===== config.mk =====
export PLATFORM = sky130hd
export DESIGN_NAME = lrsg_div
export DESIGN_NICKNAME = d
export VERILOG_FILES = /design/src/lrsg_pkg.sv /design/src/lrsg_div.sv
export SDC_FILE = /design/constraint.sdc
export NUM_CORES = 1
export LEC_CHECK = 0
export BUFFER_PORTS_ARGS = -buffer_cell sky130_fd_sc_hd__buf_2
export CORE_MARGIN = 2
export CORE_UTILIZATION = 40
export DETAILED_ROUTE_END_ITERATION = 16
export REMOVE_ABC_BUFFERS = 1
export SLEW_MARGIN = 0
export SYNTH_ARGS = -nofsm -noshare
export SYNTH_HDL_FRONTEND = slang
export SYNTH_SLANG_ARGS = --single-unit

===== constraint.sdc =====
create_clock -name clk -period 4.7 [get_ports clk]
set_clock_uncertainty 0.05 [all_clocks]
set_input_delay 0.705 -clock clk [delete_from_list [all_inputs] [get_ports clk]]
set_output_delay 0.705 -clock clk [all_outputs]
set_load 0.02 [all_outputs]

===== src/lrsg_pkg.sv =====
// ----------------------------------------------------------------------------
// lrsg_pkg
// Shared types, constants, saturation helpers and the microcode table of the
// LQR steering gain unit.
// ----------------------------------------------------------------------------
package lrsg_pkg;

  // Configuration register indexes.
  typedef enum logic [2:0] {
    REG_TIME_STEP  = 3'd0,
    REG_WHEELBASE  = 3'd1,
    REG_Q_LATERAL  = 3'd2,
    REG_Q_HEADING  = 3'd3,
    REG_R_STEER    = 3'd4,
    REG_R_SECOND   = 3'd5,
    REG_TOLERANCE  = 3'd6,
    REG_MAX_ITER   = 3'd7
  } cfg_reg_t;

  localparam int unsigned CFG_DATA_W = 31;

  // Register values after reset.
  localparam logic [16:0] RST_TIME_STEP = 17'd6554;
  localparam logic [19:0] RST_WHEELBASE = 20'd170394;
  localparam logic [30:0] RST_Q_LATERAL = 31'd6553600;
  localparam logic [30:0] RST_Q_HEADING = 31'd6553600;
  localparam logic [30:0] RST_R_STEER   = 31'd6553600;
  localparam logic [30:0] RST_TOLERANCE = 31'd66;
  localparam logic [10:0] RST_MAX_ITER  = 11'd100;

  localparam logic signed [31:0] SAT_MAX = 32'sh7FFF_FFFF;
  localparam logic signed [31:0] SAT_MIN = 32'sh8000_0000;

  // Microcode operation codes.
  typedef enum logic [2:0] {
    OP_NOP,
    OP_MUL,
    OP_DIV,
    OP_ADD,
    OP_SUB,
    OP_ADDD,
    OP_NEGS,
    OP_COMMIT
  } op_t;

  // Operand sources.
  typedef enum logic [4:0] {
    SRC_ZERO, SRC_ONE, SRC_V, SRC_DT, SRC_L, SRC_C, SRC_B,
    SRC_P00, SRC_P01, SRC_P11, SRC_Q1, SRC_Q2, SRC_R, SRC_D,
    SRC_Y0, SRC_Y1, SRC_TA, SRC_TB, SRC_T, SRC_N11,
    SRC_K0, SRC_K1, SRC_E0, SRC_E1
  } src_t;

  // Result destinations.
  typedef enum logic [3:0] {
    DST_NONE, DST_C, DST_B, DST_D, DST_Y0, DST_Y1, DST_TA, DST_TB,
    DST_T, DST_N00, DST_N01, DST_N11, DST_K0, DST_K1, DST_U
  } dst_t;

  // Sequencing after a step.
  typedef enum logic [2:0] {
    BR_SEQ,
    BR_LOOP,
    BR_TERMS,
    BR_BACK,
    BR_END
  } br_t;

  typedef struct packed {
    op_t  op;
    src_t a;
    src_t b;
    src_t c;
    dst_t dst;
    br_t  br;
  } uop_t;

  typedef logic [4:0] pc_t;

  localparam pc_t PC_CHECK = 5'd2;
  localparam pc_t PC_TERMS = 5'd3;
  localparam pc_t PC_ITER  = 5'd10;
  localparam pc_t PC_FINAL = 5'd23;

  // Magnitude of a signed word; the most negative value maps to 2^31.
  function automatic logic [31:0] mag32(input logic signed [31:0] x);
    logic [31:0] m;
    m = x[31] ? 32'(-x) : 32'(x);
    return m;
  endfunction

  // Apply a sign to a magnitude and clamp to the signed 32-bit range.
  function automatic logic signed [31:0] sat_mag(input logic [63:0] m, input logic neg);
    logic signed [31:0] r;
    if (neg) begin
      if (m >= 64'h0000_0000_8000_0000) r = SAT_MIN;
      else r = -$signed(m[31:0]);
    end else begin
      if (m > 64'h0000_0000_7FFF_FFFF) r = SAT_MAX;
      else r = $signed(m[31:0]);
    end
    return r;
  endfunction

  // Clamp a widened sum to the signed 32-bit range.
  function automatic logic signed [31:0] sat_sum(input logic signed [33:0] s);
    logic signed [31:0] r;
    if (s > 34'sd2147483647) r = SAT_MAX;
    else if (s < -34'sd2147483648) r = SAT_MIN;
    else r = s[31:0];
    return r;
  endfunction

  // Microcode: model setup, the gain terms, one Riccati update, final gains.
  function automatic uop_t micro_rom(input pc_t pc);
    uop_t u;
    case (pc)
      5'd0:  u = '{OP_MUL,    SRC_V,    SRC_DT,   SRC_ZERO, DST_C,    BR_SEQ};
      5'd1:  u = '{OP_DIV,    SRC_C,    SRC_ONE,  SRC_L,    DST_B,    BR_SEQ};
      5'd2:  u = '{OP_NOP,    SRC_ZERO, SRC_ZERO, SRC_ZERO, DST_NONE, BR_LOOP};
      5'd3:  u = '{OP_MUL,    SRC_B,    SRC_P00,  SRC_ZERO, DST_TA,   BR_SEQ};
      5'd4:  u = '{OP_MUL,    SRC_B,    SRC_TA,   SRC_ZERO, DST_TA,   BR_SEQ};
      5'd5:  u = '{OP_ADDD,   SRC_R,    SRC_TA,   SRC_ZERO, DST_D,    BR_SEQ};
      5'd6:  u = '{OP_MUL,    SRC_C,    SRC_P01,  SRC_ZERO, DST_TA,   BR_SEQ};
      5'd7:  u = '{OP_ADD,    SRC_P00,  SRC_TA,   SRC_ZERO, DST_TA,   BR_SEQ};
      5'd8:  u = '{OP_MUL,    SRC_B,    SRC_TA,   SRC_ZERO, DST_Y0,   BR_SEQ};
      5'd9:  u = '{OP_MUL,    SRC_B,    SRC_P01,  SRC_ZERO, DST_Y1,   BR_TERMS};
      5'd10: u = '{OP_MUL,    SRC_C,    SRC_P11,  SRC_ZERO, DST_TA,   BR_SEQ};
      5'd11: u = '{OP_ADD,    SRC_P01,  SRC_TA,   SRC_ZERO, DST_T,    BR_SEQ};
      5'd12: u = '{OP_MUL,    SRC_C,    SRC_P01,  SRC_ZERO, DST_TA,   BR_SEQ};
      5'd13: u = '{OP_MUL,    SRC_C,    SRC_T,    SRC_ZERO, DST_TB,   BR_SEQ};
      5'd14: u = '{OP_ADD,    SRC_P00,  SRC_TA,   SRC_TB,   DST_TA,   BR_SEQ};
      5'd15: u = '{OP_DIV,    SRC_Y0,   SRC_Y0,   SRC_D,    DST_TB,   BR_SEQ};
      5'd16: u = '{OP_SUB,    SRC_TA,   SRC_Q1,   SRC_TB,   DST_N00,  BR_SEQ};
      5'd17: u = '{OP_DIV,    SRC_Y0,   SRC_Y1,   SRC_D,    DST_TB,   BR_SEQ};
      5'd18: u = '{OP_SUB,    SRC_T,    SRC_ZERO, SRC_TB,   DST_N01,  BR_SEQ};
      5'd19: u = '{OP_DIV,    SRC_Y1,   SRC_Y1,   SRC_D,    DST_TB,   BR_SEQ};
      5'd20: u = '{OP_SUB,    SRC_P11,  SRC_ZERO, SRC_TB,   DST_N11,  BR_SEQ};
      5'd21: u = '{OP_ADD,    SRC_N11,  SRC_Q2,   SRC_ZERO, DST_N11,  BR_SEQ};
      5'd22: u = '{OP_COMMIT, SRC_ZERO, SRC_ZERO, SRC_ZERO, DST_NONE, BR_BACK};
      5'd23: u = '{OP_DIV,    SRC_Y0,   SRC_ONE,  SRC_D,    DST_K0,   BR_SEQ};
      5'd24: u = '{OP_DIV,    SRC_Y1,   SRC_ONE,  SRC_D,    DST_K1,   BR_SEQ};
      5'd25: u = '{OP_MUL,    SRC_K0,   SRC_E0,   SRC_ZERO, DST_TA,   BR_SEQ};
      5'd26: u = '{OP_MUL,    SRC_K1,   SRC_E1,   SRC_ZERO, DST_TB,   BR_SEQ};
      5'd27: u = '{OP_NEGS,   SRC_TA,   SRC_TB,   SRC_ZERO, DST_U,    BR_END};
      default: u = '{OP_NOP,  SRC_ZERO, SRC_ZERO, SRC_ZERO, DST_NONE, BR_END};
    endcase
    return u;
  endfunction

endpackage


===== src/lrsg_div.sv =====
// ----------------------------------------------------------------------------
// lrsg_div
// Restoring divider, one quotient bit per cycle, with an early saturation
// check; divides a 64-bit magnitude by a positive 32-bit divisor.
// ----------------------------------------------------------------------------
module lrsg_div import lrsg_pkg::*; (
  input  logic               clk,
  input  logic               rst_n,
  input  logic               start,
  input  logic [63:0]        num,
  input  logic [31:0]        den,
  input  logic               neg,
  output logic               done,
  output logic signed [31:0] quotient
);

  logic        busy_r;
  logic        done_r;
  logic        ovf_r;
  logic        neg_r;
  logic [4:0]  cnt_r;
  logic [31:0] den_r;
  logic [31:0] rem_r;
  logic [31:0] low_r;
  logic [32:0] rem_sh;
  logic [32:0] rem_dif;
  logic        fits;

  // One restoring step: shift in the next dividend bit and try a subtract.
  always_comb begin
    rem_sh  = {rem_r, low_r[31]};
    rem_dif = rem_sh - {1'b0, den_r};
    fits    = rem_sh >= {1'b0, den_r};
  end

  // Control of the iteration.
  always_ff @(posedge clk) begin
    if (!rst_n) begin
      busy_r <= 1'b0;
      done_r <= 1'b0;
    end else begin
      done_r <= 1'b0;
      if (start) begin
        // A high half at or above the divisor means the quotient overflows.
        busy_r <= num[63:32] < den;
        done_r <= num[63:32] >= den;
      end else if (busy_r && cnt_r == 5'd0) begin
        busy_r <= 1'b0;
        done_r <= 1'b1;
      end
    end
  end

  // Remainder and quotient shift register.
  always_ff @(posedge clk) begin
    if (start) begin
      den_r <= den;
      neg_r <= neg;
      ovf_r <= num[63:32] >= den;
      rem_r <= num[63:32];
      low_r <= num[31:0];
      cnt_r <= 5'd31;
    end else if (busy_r) begin
      rem_r <= fits ? rem_dif[31:0] : rem_sh[31:0];
      low_r <= {low_r[30:0], fits};
      cnt_r <= cnt_r - 5'd1;
    end
  end

  assign quotient = ovf_r ? sat_mag(64'h0000_0001_0000_0000, neg_r)
                          : sat_mag(64'(low_r), neg_r);
  assign done     = done_r;

endmodule


After elaboration in Yosys (flattened, before gate mapping)
Index checks and enable logic that the tools add are counted.
- add/sub/neg operators: 3
- $lt $le $gt $ge: 5
- mux-type cells: 14
- reductions and logical operators: 4
- operators by type and width (cell ; count):
    32-bit two-way mux ; 10
    33-bit by 32-bit greater-or-equal comparator with 1-bit output ; 1
    32-bit greater-or-equal comparator ; 1
    32-bit greater-or-equal comparator (second input constant) ; 1
    32-bit by 31-bit > comparator with 1-bit output (second input constant) ; 1
    32-bit less-than comparator ; 1
    32-bit negator ; 1
    32-bit subtractor ; 1
    5-bit zero test ; 1
    5-bit by 1-bit subtractor with 5-bit output (second input constant) ; 1
    1-bit two-way mux ; 4
    2-bit nonzero test ; 2
    1-bit logical AND ; 1
- register bits after elaboration: 105
- logic and storage cells: 34
- output and inout bits: 33

Longest topological paths before layout
- depth after elaboration: 4
- mapped depth: 13
- mapped depth without buffers: 13

Least setup slack after synthesis
Ideal clock, no wire load.
- path type: register -> output
- start: register low_r[2]
- end: output port quotient[29]
- path slack: 1090 ps
- data arrival time: 2855 ps
- data required time: 3945 ps
- buffers on the path: 0
- cell stages (with the launch flop): 9
- cells stage by stage: edfxtp_1 -> or3_4 -> or3_4 -> nor2_8 -> nand4_4 -> or3_4 -> or3_4 -> or3_4 -> a221o_1
- word-level cells in the longest chain between the ends: 4
- elaborated cells on any way between the ends: 7
- classes of those cells: add/sub: 1; order compare: 2; mux: 4
- ends and longest elaborated chain (item ; RTL line ; RTL):
    start, declared ; lrsg_div.sv:24 ; logic [31:0] low_r;
    start signal, assigned ; lrsg_div.sv:61 ; low_r <= num[31:0];
    start signal, assigned ; lrsg_div.sv:65 ; low_r <= {low_r[30:0], fits};
    32-bit negator (tied with other cells) ; lrsg_pkg.sv:97 ; else r = -$signed(m[31:0]);
    32-bit two-way mux (on tied branches) ; lrsg_pkg.sv:96, lrsg_pkg.sv:99 ;
    32-bit two-way mux * ; lrsg_pkg.sv:95 ; if (neg) begin
    32-bit two-way mux * ; lrsg_div.sv:70 ; assign quotient = ovf_r ? sat_mag(64'h0000_0001_0000_0000, neg_r)
    end, declared ; lrsg_div.sv:14 ; output logic signed [31:0] quotient
Mark *: on every way between the ends. The rest lies on a longest branch, timed or not.

Worst setup path in the final report
- start: register low_r[0]
- end: output port quotient[30]
The elaborated chain is that of the path after synthesis.

==> results.sh <==
export IMPL_outcome="completed"
export IMPL_wl_per_cell_um=16.0
export IMPL_worstMarginPinSlew_ns=0.945
export IMPL_cts_buffers=9
export IMPL_synth_edf_count=98
export IMPL_utilization=0.471
export IMPL_syn_area_per_cell_um2=9.48
export IMPL_synth_most_common_cell="edfxtp_1"
export IMPL_ir_drop_mv=0.212
export IMPL_ant_nets=0
export IMPL_cts_sinks=105
export IMPL_coreArea_um2=19500
export IMPL_root_buffer="clkbuf_16"
export IMPL_drv_cap=0
export IMPL_clock_latency_ns=0.36
export IMPL_io_buffers=132
export IMPL_antenna_found_initial=4
export IMPL_postCtsSetupBuffers=0
export IMPL_drt_wl_total_um=19600
export IMPL_postCtsResizedCells=0
export IMPL_synthToLayoutAreaGrowth_pct=15.4
export IMPL_worst_path_max_fanout=6
export IMPL_yosys_most_used_dff="edfxtp_1"
export IMPL_async_flop_share=0
export IMPL_clk_pin_slew_ns=0.08
export IMPL_synth_cells=838
export IMPL_netlist_top_cells_area="edfxtp_1 (37%), ha_1 (10%), mux2_2 (6.5%), o21ai_0 (4.5%), nand2_1 (3.8%)"
export IMPL_grt_pass1_vias=6445
export IMPL_htreeDepth=3
export IMPL_hold_violations=0
export IMPL_dr_pass1_iters=4
export IMPL_p_total_mw=3.80
export IMPL_crit_type="reg -> out"
export IMPL_drcViolationCount=0
export IMPL_drv_slew=0
export IMPL_regArea_um2=3080
export IMPL_ctsHoldBuffers=0
export IMPL_start_util=0.408
export IMPL_setup_slack_ns=0.326
export IMPL_synthesis_area_um2=7950
export IMPL_preCtsSetupSlack_ns=0.776
export IMPL_finalCritPeriodShare=0.931
export IMPL_p_leak_nw=4.03
export IMPL_fmax_ghz=0.229
export IMPL_viasPerCell=5.39
export IMPL_routabilityCongestion=0.871
export IMPL_multi_input_area_um2=4400
export IMPL_drtIter0Drc=469
export IMPL_layout_drive_gt1_share=0.226
export IMPL_max_clock_path_buffers=2
export IMPL_ys_warn_count=0
export IMPL_grt_first_pass_wirelength_um=32100
export IMPL_grt_max_degree=75
export IMPL_synthTopCellsByCount="edfxtp_1 (98), nand2_1 (81), inv_1 (80)"
export IMPL_post_route_min_period_ns=4.37
export IMPL_slew_headroom=0.368
export IMPL_setup_viol=0
export IMPL_vias=6571
export IMPL_dieHeight_um=145
export IMPL_placementRows=51
export IMPL_fin_setup_tns_ns=0
export IMPL_cts_tree="built"
export IMPL_ys_types=67
export IMPL_rsz0062_at_grt="false"
export IMPL_design_die_area_um2=21000
export IMPL_hold_path_class="reg -> reg"
export IMPL_grt_usage=0.186
export IMPL_fillers=1886
export IMPL_yosys_area_top_type="edfxtp_1"
export IMPL_io_pins=133
export IMPL_crit_required_ns=3.94
export IMPL_die_w_um=145
export IMPL_dp_hpwl_um=14400
export IMPL_grt_ovfl_total=0
export IMPL_rrSetupSlack_ns=1.02
export IMPL_synth_top_cell_area_share=0.370
export IMPL_synth_seq_area_share=0.388
export IMPL_powerDensity_nw_per_um2=414
export IMPL_ys_ff_latch=105
export IMPL_end_kind="output pin"
export IMPL_arrival_ns=3.62
export IMPL_cp_start_kind="register"
export IMPL_antenna_cells=0
export IMPL_fin_nets=1117
flip-flops by register name, indices dropped and copies added (netlist names):
name,count
den_r,32
low_r,32
rem_r,32
cnt_r,5
busy_r,1
done,1
neg_r,1
ovf_r,1
worst paths after layout:
| path | startpoint | to | cells past startpoint |
|---|---|---|---|
| max | low_r[0]$_DFFE_PP_ | quotient[30] | 12 |
| min | cnt_r[1]$_SDFFE_PP1P_ | cnt_r[1]$_SDFFE_PP1P_ | 2 |
| max reg2reg | low_r[31]$_DFFE_PP_ | rem_r[26]$_DFFE_PP_ | 13 |
| min reg2reg | cnt_r[1]$_SDFFE_PP1P_ | cnt_r[1]$_SDFFE_PP1P_ | 2 |
critical path, cell delays in order, from the launching register on:
cell and delay (ns):
edfxtp_1 0.42, inv_1 0.11, ha_1 0.18, nor3b_1 0.34, nand2b_1 0.19, and4b_1 0.34
nand2_1 0.13, or4b_1 0.62, nor3_1 0.27, nand2_1 0.12, mux2i_1 0.13, o22ai_1 0.19
buf_2 0.22
through the flow:
stage,cells,hold WS [ns],instance area (µm²)
floorplan,802,0.422,7780
global placement,1204,0.450,8840
detailed placement,1204,0.449,8840
CTS,1220,0.456,9170
global route,1220,0.467,9170
finish,1220,0.468,9170
layer usage:
layer / GRT usage / wire, µm / up-vias
met5: 0 / 39 / -
met4: 0.0465 / 243 / 6
met3: 0.0387 / 1140 / 22
met2: 0.310 / 9010 / 188
met1: 0.249 / 9140 / 3039
li1: - / - / 3316
report_power, final:
part | internal [mW] | leakage (nW) | total (mW) | switching, mW
sequential | 1.22 | 1.03 | 1.33 | 0.106
clock | 0.479 | 0.160 | 0.864 | 0.385
combinational | 0.683 | 2.84 | 1.61 | 0.923
cells in the final DEF, fill, tap and decap left out, drive strengths merged, types with 20 or more instances in the layout:
master / instances
o21ai: 72
edfxtp: 98
mux2: 46
ha: 66
inv: 84
a21o: 29
nor2: 55
a21oi: 46
buf: 137
nand2: 82
nor3: 20
cell families (layout without fill, tap and decap cells):
group / after synthesis / after routing / synth area share
xor gates and xnor gates: 30 / 30 / 0.0331
DFF: 105 / 105 / 0.388
AOI/OAI and AO/OA: 226 / 226 / 0.185
and+or+nand+nor: 243 / 243 / 0.157
adders and majority gates: 67 / 67 / 0.106
muxes: 51 / 51 / 0.0715
buffers and inverters: 116 / 233 / 0.0583
final cells by class:
type,instances,area share
multi-input cells,617,0.480
flip-flops and latches,105,0.336
repair buffers,137,0.0791
well taps,265,0.0361
inverters,80,0.0327
clock buffers,9,0.0245
clock inverters,7,0.0117
No activity file was read; power rests on OpenSTA's default activity.
